<file path="config.mk">
export PLATFORM = sky130hd
export DESIGN_NAME = epqr_mix
export DESIGN_NICKNAME = d
export VERILOG_FILES = /design/src/rtl/core/epqr_pkg.sv /design/src/rtl/core/epqr_mix.sv
export SDC_FILE = /design/constraint.sdc
export NUM_CORES = 2
export LEC_CHECK = 0
export ABC_AREA = 1
export BUFFER_PORTS_ARGS = -buffer_cell sky130_fd_sc_hd__clkbuf_2
export CORE_MARGIN = 3
export CORE_UTILIZATION = 36
export CTS_CLUSTER_DIAMETER = 100
export DETAILED_ROUTE_END_ITERATION = 10
export PLACE_DENSITY = 0.54
export SYNTH_ARGS = -nofsm -noshare
export SYNTH_HDL_FRONTEND = slang
export SYNTH_SLANG_ARGS = --single-unit
</file>
<file path="constraint.sdc">
create_clock -name i_clk -period 13.7 [get_ports i_clk]
set_input_delay 2.74 -clock i_clk [delete_from_list [all_inputs] [get_ports i_clk]]
set_output_delay 2.74 -clock i_clk [all_outputs]
set_load 0.02 [all_outputs]
</file>
<file path="src/rtl/core/epqr_pkg.sv">
// Shared types and constants for the entropy pool generator.
// Used by epqr_mix and the top level; depends on nothing else.
package epqr_pkg;

    localparam int POOL_WORDS_DEF = 16;
    localparam int MIX_COUNT      = 16;

    localparam logic [63:0] MIX_C1     = 64'hbf58476d1ce4e5b9;
    localparam logic [63:0] MIX_C2     = 64'h94d049bb133111eb;
    localparam logic [63:0] SEED_CONST = 64'h00000000deadbeef;

    typedef enum logic [1:0] {
        KIND_ADD,
        KIND_SEED,
        KIND_DRAW,
        KIND_RANGE
    } t_kind;

    typedef enum logic [3:0] {
        ST_IDLE,
        ST_ABS,
        ST_ABS_WAIT,
        ST_SEED_RD,
        ST_SEED_GO,
        ST_SEED_WAIT,
        ST_QR,
        ST_FIN,
        ST_RANGE,
        ST_DIV,
        ST_ADDLO,
        ST_OUT
    } t_state;

    typedef struct packed {
        logic busy;
        logic done;
    } t_mix_stat;

    function automatic logic [31:0] rotl32(input logic [31:0] v, input logic [1:0] sel);
        logic [31:0] r;
        case (sel)
            2'd0:    r = {v[15:0], v[31:16]};
            2'd1:    r = {v[19:0], v[31:20]};
            2'd2:    r = {v[23:0], v[31:24]};
            default: r = {v[24:0], v[31:25]};
        endcase
        return r;
    endfunction

endpackage

</file>
<file path="src/rtl/core/epqr_mix.sv">
// Iterative 64-bit splitmix finalizer: one 16x64 partial product per cycle during each multiply pass.
// Depends on epqr_pkg.
module epqr_mix (
    input  logic                i_clk,
    input  logic                i_rst_n,
    input  logic                i_start,
    input  logic [63:0]         i_x,
    output epqr_pkg::t_mix_stat o_stat,
    output logic [63:0]         o_y
);
    import epqr_pkg::*;

    logic        r_busy;
    logic        r_done;
    logic [3:0]  r_ph;
    logic [63:0] r_x;
    logic [63:0] r_acc;
    logic [63:0] r_y;

    logic [1:0]  k;
    logic [15:0] chunk;
    logic [63:0] cst;
    logic [79:0] prod;
    logic [63:0] part;

    always_comb begin
        k = (r_ph < 4'd4) ? r_ph[1:0] : (r_ph[1:0] - 2'd1);
        case (k)
            2'd0:    chunk = r_x[15:0];
            2'd1:    chunk = r_x[31:16];
            2'd2:    chunk = r_x[47:32];
            default: chunk = r_x[63:48];
        endcase
        cst  = (r_ph < 4'd4) ? MIX_C1 : MIX_C2;
        prod = chunk * cst;
        part = prod[63:0] << {k, 4'b0000};
    end

    always_ff @(posedge i_clk) begin
        if (!i_rst_n) begin
            r_busy <= 1'b0;
            r_done <= 1'b0;
            r_ph   <= '0;
        end else begin
            r_done <= 1'b0;
            if (i_start) begin
                r_busy <= 1'b1;
                r_ph   <= '0;
            end else if (r_busy) begin
                r_ph <= r_ph + 4'd1;
                if (r_ph == 4'd9) begin
                    r_busy <= 1'b0;
                    r_done <= 1'b1;
                end
            end
        end
    end

    always_ff @(posedge i_clk) begin
        if (i_start) begin
            r_x   <= i_x ^ (i_x >> 30);
            r_acc <= '0;
        end else if (r_busy) begin
            if (r_ph == 4'd4) begin
                r_x   <= r_acc ^ (r_acc >> 27);
                r_acc <= '0;
            end else if (r_ph == 4'd9) begin
                r_y <= r_acc ^ (r_acc >> 31);
            end else begin
                r_acc <= r_acc + part;
            end
        end
    end

    assign o_stat.busy = r_busy;
    assign o_stat.done = r_done;
    assign o_y         = r_y;
endmodule

</file>
* Yosys cells after proc, flatten, opt, wreduce, memory -nomap -nowiden
Index checks and enable logic that the tools add are counted.
** Operators by class
- Reduce and logical (&&, ||, !) cells :: 8
- Bitwise logic cells :: 7
- Multiply operators :: 1
- Order comparisons :: 1
- Add/sub/neg operators :: 3
- Mux-type cells :: 12
- Shift operators :: 1
- Equality and inequality tests :: 5
** Operator list (count)
- $mux 64 :: 5
- $add 64x64->64 :: 1
- $mul 16x64->64 :: 1
- $shl 64x6->64 :: 1
- $xor 64x33->64 :: 1
- $xor 64x34->64 :: 1
- $xor 64x37->64 :: 1
- $mux 62 :: 1
- $pmux 16 s3 :: 1
- $add 4x1->4 const B :: 1
- $eq 4x3->1 const B :: 1
- $eq 4x4->1 const B :: 1
- $lt 4x3->1 const B :: 1
- $mux 1 :: 4
- $not 1->1 :: 4
- $reduce_and 2->1 :: 2
- $reduce_and 4->1 :: 1
- $reduce_bool 2->1 :: 2
- $reduce_or 3->1 :: 1
- $eq 2x1->1 const B :: 1
- $eq 2x2->1 const B :: 1
- $logic_not 2->1 :: 1
- $mux 2 :: 1
- $ne 2x1->1 const B :: 1
- other kinds (2) :: 2
** Word-level totals
- Output and inout bits :: 66
- Input port bits :: 67
- Flip-flop bits (word level) :: 198
- Word-level logic and storage cells :: 44

* Depth between registers and ports, before layout
- Depth in word-level cells :: 9
- Depth in mapped cells :: 59

* Least setup slack after synthesis
No wires, ideal clock.
- Kind :: register -> register
- From :: reg r_ph[0]
- To :: reg r_acc[56]
- Data required time :: 13.587 ns
- Cell stages (with the launch flop) :: 44
- Setup slack :: 4.762 ns
- Buffers on the path :: 2
- Arrival :: 8.825 ns
- Library setup time :: 0.113 ns
- Cell sequence :: dfxtp_1 > inv_2 > ha_1 > o21ai_2 > buf_2 > buf_2 > nand2_1 > nand3_1 > o21ai_1 > nor2_1 > inv_1 > fa_1 > fa_1 > inv_1 > fa_1 > fa_1 > inv_1 > fa_1 > [... 8 more ...] > nor4_2 > a21oi_1 > o21ai_2 > nand2_1 > nand3_1 > nand2_1 > o211ai_1 > inv_1 > ha_1 > a21o_1 > a31oi_1 > o21ai_0 > a21oi_1 > o211ai_1 > a21o_1 > or2_2 > nand3_1 > nand2_1
** On the way
- Cells in the longest elaborated chain, start to end :: 9
** RTL lines
- start: declaration :: line epqr_mix.sv:15 : logic [3:0] r_ph;
- start signal: assignment :: line epqr_mix.sv:50 : r_ph <= r_ph + 4'd1;
- $lt 4x3->1 / $sub 2x1->2 (equally long branches) :: line epqr_mix.sv:27, epqr_mix.sv:34
- $mux 2 :: line epqr_mix.sv:27 : k = (r_ph < 4'd4) ? r_ph[1:0] : (r_ph[1:0] - 2'd1);
- $eq 2x2->1 (tied with other cells) :: line epqr_mix.sv:28 : case (k)
- $pmux 16 s3 :: line epqr_mix.sv:28
- $mul 16x64->64 :: line epqr_mix.sv:35 : prod = chunk * cst;
- $shl 64x6->64 :: line epqr_mix.sv:36 : part = prod[63:0] << {k, 4'b0000};
- $add 64x64->64 :: line epqr_mix.sv:70 : r_acc <= r_acc + part;
- $mux 64 :: line epqr_mix.sv:67 : end else if (r_ph == 4'd9) begin
- $mux 64 :: line epqr_mix.sv:64 : if (r_ph == 4'd4) begin
- end signal: assignment :: line epqr_mix.sv:70
- end: declaration :: line epqr_mix.sv:17 : logic [63:0] r_acc;
Several ways; a longest one is shown, not always the timed one. The select of a mux whose other input is x is not followed.
A chain may end at the register's enable or synchronous reset.

* Final worst setup path
Ends and elaborated chain as after synthesis.

==> results.rst <==
.. list-table::
   :header-rows: 1

   * - Metric
     - Value
   * - Outcome
     - finished clean
   * - Synth Flop Type
     - sky130_fd_sc_hd__edfxtp_1
   * - Drt drc
     - 0
   * - Ratio of final minimum period to clock period
     - 88.0%
   * - Fraction of met2 tracks used by global routing
     - 48.4%
   * - Die Outline Area
     - approximately 91000 sq um
   * - Via count of the first global-routing pass
     - 27700
   * - Total half-perimeter wirelength after legalization and detailed placement
     - 114000 um
   * - Buffer and inverter count on the worst path
     - 6
   * - Clk slew on worst S/H paths
     - ~90 ps
   * - Worst-case headroom to the max-slew limit
     - 9.57%
   * - Worst Skew
     - roughly 19 ps
   * - Setup-failing EPs final
     - 0
   * - Async S/R FF share, synth
     - 0%
   * - Area Growth Syn to Fin
     - 9.02%
   * - Largest net degree at the start of global routing
     - 67
   * - Count of different cell masters after synthesis
     - 60
   * - Worst path slowest cell
     - sky130_fd_sc_hd__nor2_1
   * - Clock tree from TritonCTS
     - yes
   * - Boundary pin count
     - 133
   * - Setup TNS after final layout
     - 0 ps
   * - Synth Warn #
     - 0
   * - Proportion of layout cells with a drive suffix above 1
     - 6.76%
   * - DRT iter0 DRCs
     - 2172
   * - Maximum root-to-sink buffer count
     - 2
   * - Routed wire length per instance
     - around 25 um
   * - Worst min-delay path category
     - flop to flop
   * - Worst-Skew Late Latency
     - around 470 ps
   * - Syn avg cell area
     - 8.07 sq um
   * - Post-layout nets
     - 4881
   * - IO buf count
     - 132
   * - Number of flops mapped to enable cells by yosys
     - 128
   * - Worst-margin pin slew
     - 1350 ps
   * - Num CTS Buffers
     - 17
   * - Max-capacitance violation count
     - 0
   * - Minimum setup slack in the final design
     - 1640 ps
   * - Fin. Hold Viols
     - 0
   * - Post-CTS setup-driven buffer insertion count
     - 0
   * - Critical Path Most Common Cell
     - sky130_fd_sc_hd__fa_1
   * - Overall Global Routing Usage
     - around 29%
   * - Maximum level of the CTS H-tree
     - 4
   * - Type of the worst setup path
     - flop to flop
   * - Placed cell count
     - 5183
   * - Vias
     - 26800
   * - Detailed-route vias per instance
     - 5.13
   * - Worst Setup Start Kind
     - flop
   * - Maximum achievable frequency
     - between 80 and 90 MHz
   * - Dominant delay contributor by cell family on the critical path
     - adder cells
   * - Global routing met3 resource utilization
     - 3.52%
   * - Count of clock tree sinks
     - 198
   * - CP arrival
     - 12420 ps
   * - Placeable core region
     - around 86000 sq um
   * - Hold buffers post-CTS
     - 0
   * - Pre-CTS setup slack
     - approximately 2000 ps
   * - Number of detailed-route iterations in the first pass
     - 5
   * - Number of standard cells after synthesis
     - 3911
   * - Vertical die dimension
     - 302 um
   * - Post-route antenna net violation count
     - 0
   * - Most frequent cells in the layout
     - sky130_fd_sc_hd__inv_1, sky130_fd_sc_hd__nand2_1, sky130_fd_sc_hd__fa_1
   * - Worst-path maximum fanout
     - between 60 and 70
   * - Antenna violations before repair
     - 0
   * - Commonest non-fill, non-tap cell in the layout
     - sky130_fd_sc_hd__inv_1
   * - Number of cells in the finished layout apart from fillers
     - between 5000 and 6000
   * - Proportion of synthesized chip area in sequential cells
     - between 15 and 20%
   * - CP max stage delay
     - 1000 ps
   * - Unrepaired setup endpoints after global routing
     - no
   * - Total detailed-routing wirelength
     - 130000 um
   * - Routability cong.
     - 1.04
   * - Post-cts sizing count
     - 0
   * - Minimum clock period after layout
     - 12060 ps
   * - First-pass GRT wire length
     - 188000 um
   * - Core utilization of the finished layout
     - 40.0%
   * - Count of pins over their slew limit
     - 0
   * - Routing layer with the top usage in global route
     - met2
   * - Root Driver
     - sky130_fd_sc_hd__clkbuf_16
   * - Synthesized cell area
     - 31600 sq um
   * - Data required time at the worst endpoint
     - around 14000 ps
   * - Die width
     - 302 um
   * - Fraction of met1 tracks used by global routing
     - 35.8%
   * - Starting density of the core
     - 36.7%
   * - Rows
     - 107
   * - Number of synthesized register bits
     - between 150 and 200
   * - Antenna diode count
     - 0
   * - GR Overflow Total
     - 0
   * - Endpoint class of the critical path
     - flop
-- logic make-up (layout without fill, tap and decap cells) --
family | count (synthesis) | count (layout) | share of synthesized area [%]
AO/OA/AOI/OAI | 620 | 620 | 11.2
XOR/XNOR | 147 | 147 | 4.08
adder cells (fa/ha/maj) | 756 | 756 | 40.6
buffers and inverters | 984 | 1121 | 11.8
flip-flops | 198 | 198 | 16.6
multiplexers | 1 | 1 | 0.0317
other | 2 | 25 | 0.0238
AND/OR/NAND/NOR | 1203 | 1203 | 15.6
-- synthesized netlist by cell type, types with 9 or more instances --
| library cell | count | area share, % |
|---|---|---|
| sky130_fd_sc_hd__dfxtp_1 | 70 | 4.4 |
| sky130_fd_sc_hd__fa_1 | 449 | 28 |
| sky130_fd_sc_hd__a21o_1 | 25 | 0.59 |
| sky130_fd_sc_hd__or2_2 | 15 | 0.30 |
| sky130_fd_sc_hd__nand2_1 | 658 | 7.8 |
| sky130_fd_sc_hd__o21bai_1 | 13 | 0.31 |
| sky130_fd_sc_hd__a31oi_1 | 26 | 0.52 |
| sky130_fd_sc_hd__nand3_1 | 126 | 2.0 |
| sky130_fd_sc_hd__ha_1 | 307 | 12 |
| sky130_fd_sc_hd__buf_2 | 11 | 0.17 |
| sky130_fd_sc_hd__inv_1 | 901 | 11 |
| sky130_fd_sc_hd__clkbuf_1 | 53 | 0.63 |
| sky130_fd_sc_hd__nor3_1 | 27 | 0.43 |
| sky130_fd_sc_hd__o21ai_0 | 249 | 3.9 |
| sky130_fd_sc_hd__nand3b_1 | 9 | 0.21 |
| sky130_fd_sc_hd__o21a_1 | 15 | 0.36 |
| sky130_fd_sc_hd__o211ai_1 | 13 | 0.31 |
| sky130_fd_sc_hd__a21oi_1 | 194 | 3.1 |
| sky130_fd_sc_hd__xor2_1 | 91 | 2.5 |
| sky130_fd_sc_hd__nor2_1 | 324 | 3.9 |
| sky130_fd_sc_hd__edfxtp_1 | 128 | 12 |
| sky130_fd_sc_hd__inv_2 | 11 | 0.13 |
| sky130_fd_sc_hd__nand4_1 | 10 | 0.20 |
| sky130_fd_sc_hd__xnor2_1 | 56 | 1.6 |
| sky130_fd_sc_hd__o21ai_1 | 28 | 0.44 |
| sky130_fd_sc_hd__o21ai_2 | 10 | 0.28 |
-- layout make-up --
class / count / area [sq um]
sequential: 198 / 5250
tap: 1144 / 1430
multi-input combinational: 2752 / 22700
fill: 8984 / 51700
clock buffer: 17 / 425
timing repair buffer: 177 / 1000
inverter: 912 / 3420
clock inverter: 15 / 169
-- final timing paths --
check	startpoint	endpoint	slack, ps	depth (start not counted)
worst max-delay path	r_ph[0]	r_acc[56]	1640	38
worst max register to register	r_ph[0]	r_acc[56]	1640	38
worst min-delay path	r_acc[8]	r_acc[8]	550	2
worst min register to register	r_acc[8]	r_acc[8]	550	2
-- sequential cells by signal, summed over array words and instances, names as in the netlist --
name,cells
r_acc,64
r_x,64
r_ph,4
o_y,64
r_busy,1
r_done,1
-- per-stage QoR --
stage,cell area (sq um),hold slack (ps)
2_1_floorplan,31700,484
3_3_place_gp,33800,528
3_5_place_dp,33800,537
4_1_cts,34400,550
5_1_grt,34400,560
6_report,34400,550
-- worst register-to-register path: cells and delay by family (launching register included) --
| kind | cells | cell delay [ps] |
|---|---|---|
| buffers and inverters | 6 | 870 |
| XOR/XNOR | 1 | 290 |
| flip-flops | 1 | 480 |
| AND/OR/NAND/NOR | 9 | 2750 |
| AO/OA/AOI/OAI | 13 | 3620 |
| adder cells (fa/ha/maj) | 9 | 3910 |
-- routing by layer --
metal	wire [um]	vias up
li1	-	12500
met1	52200	13000
met2	61300	986
met3	7230	300
met4	9480	0
met5	0	-
Power is left out: the tool's default activity adds up to more than one toggle a clock period on the data nets, which glitch-free logic cannot reach.
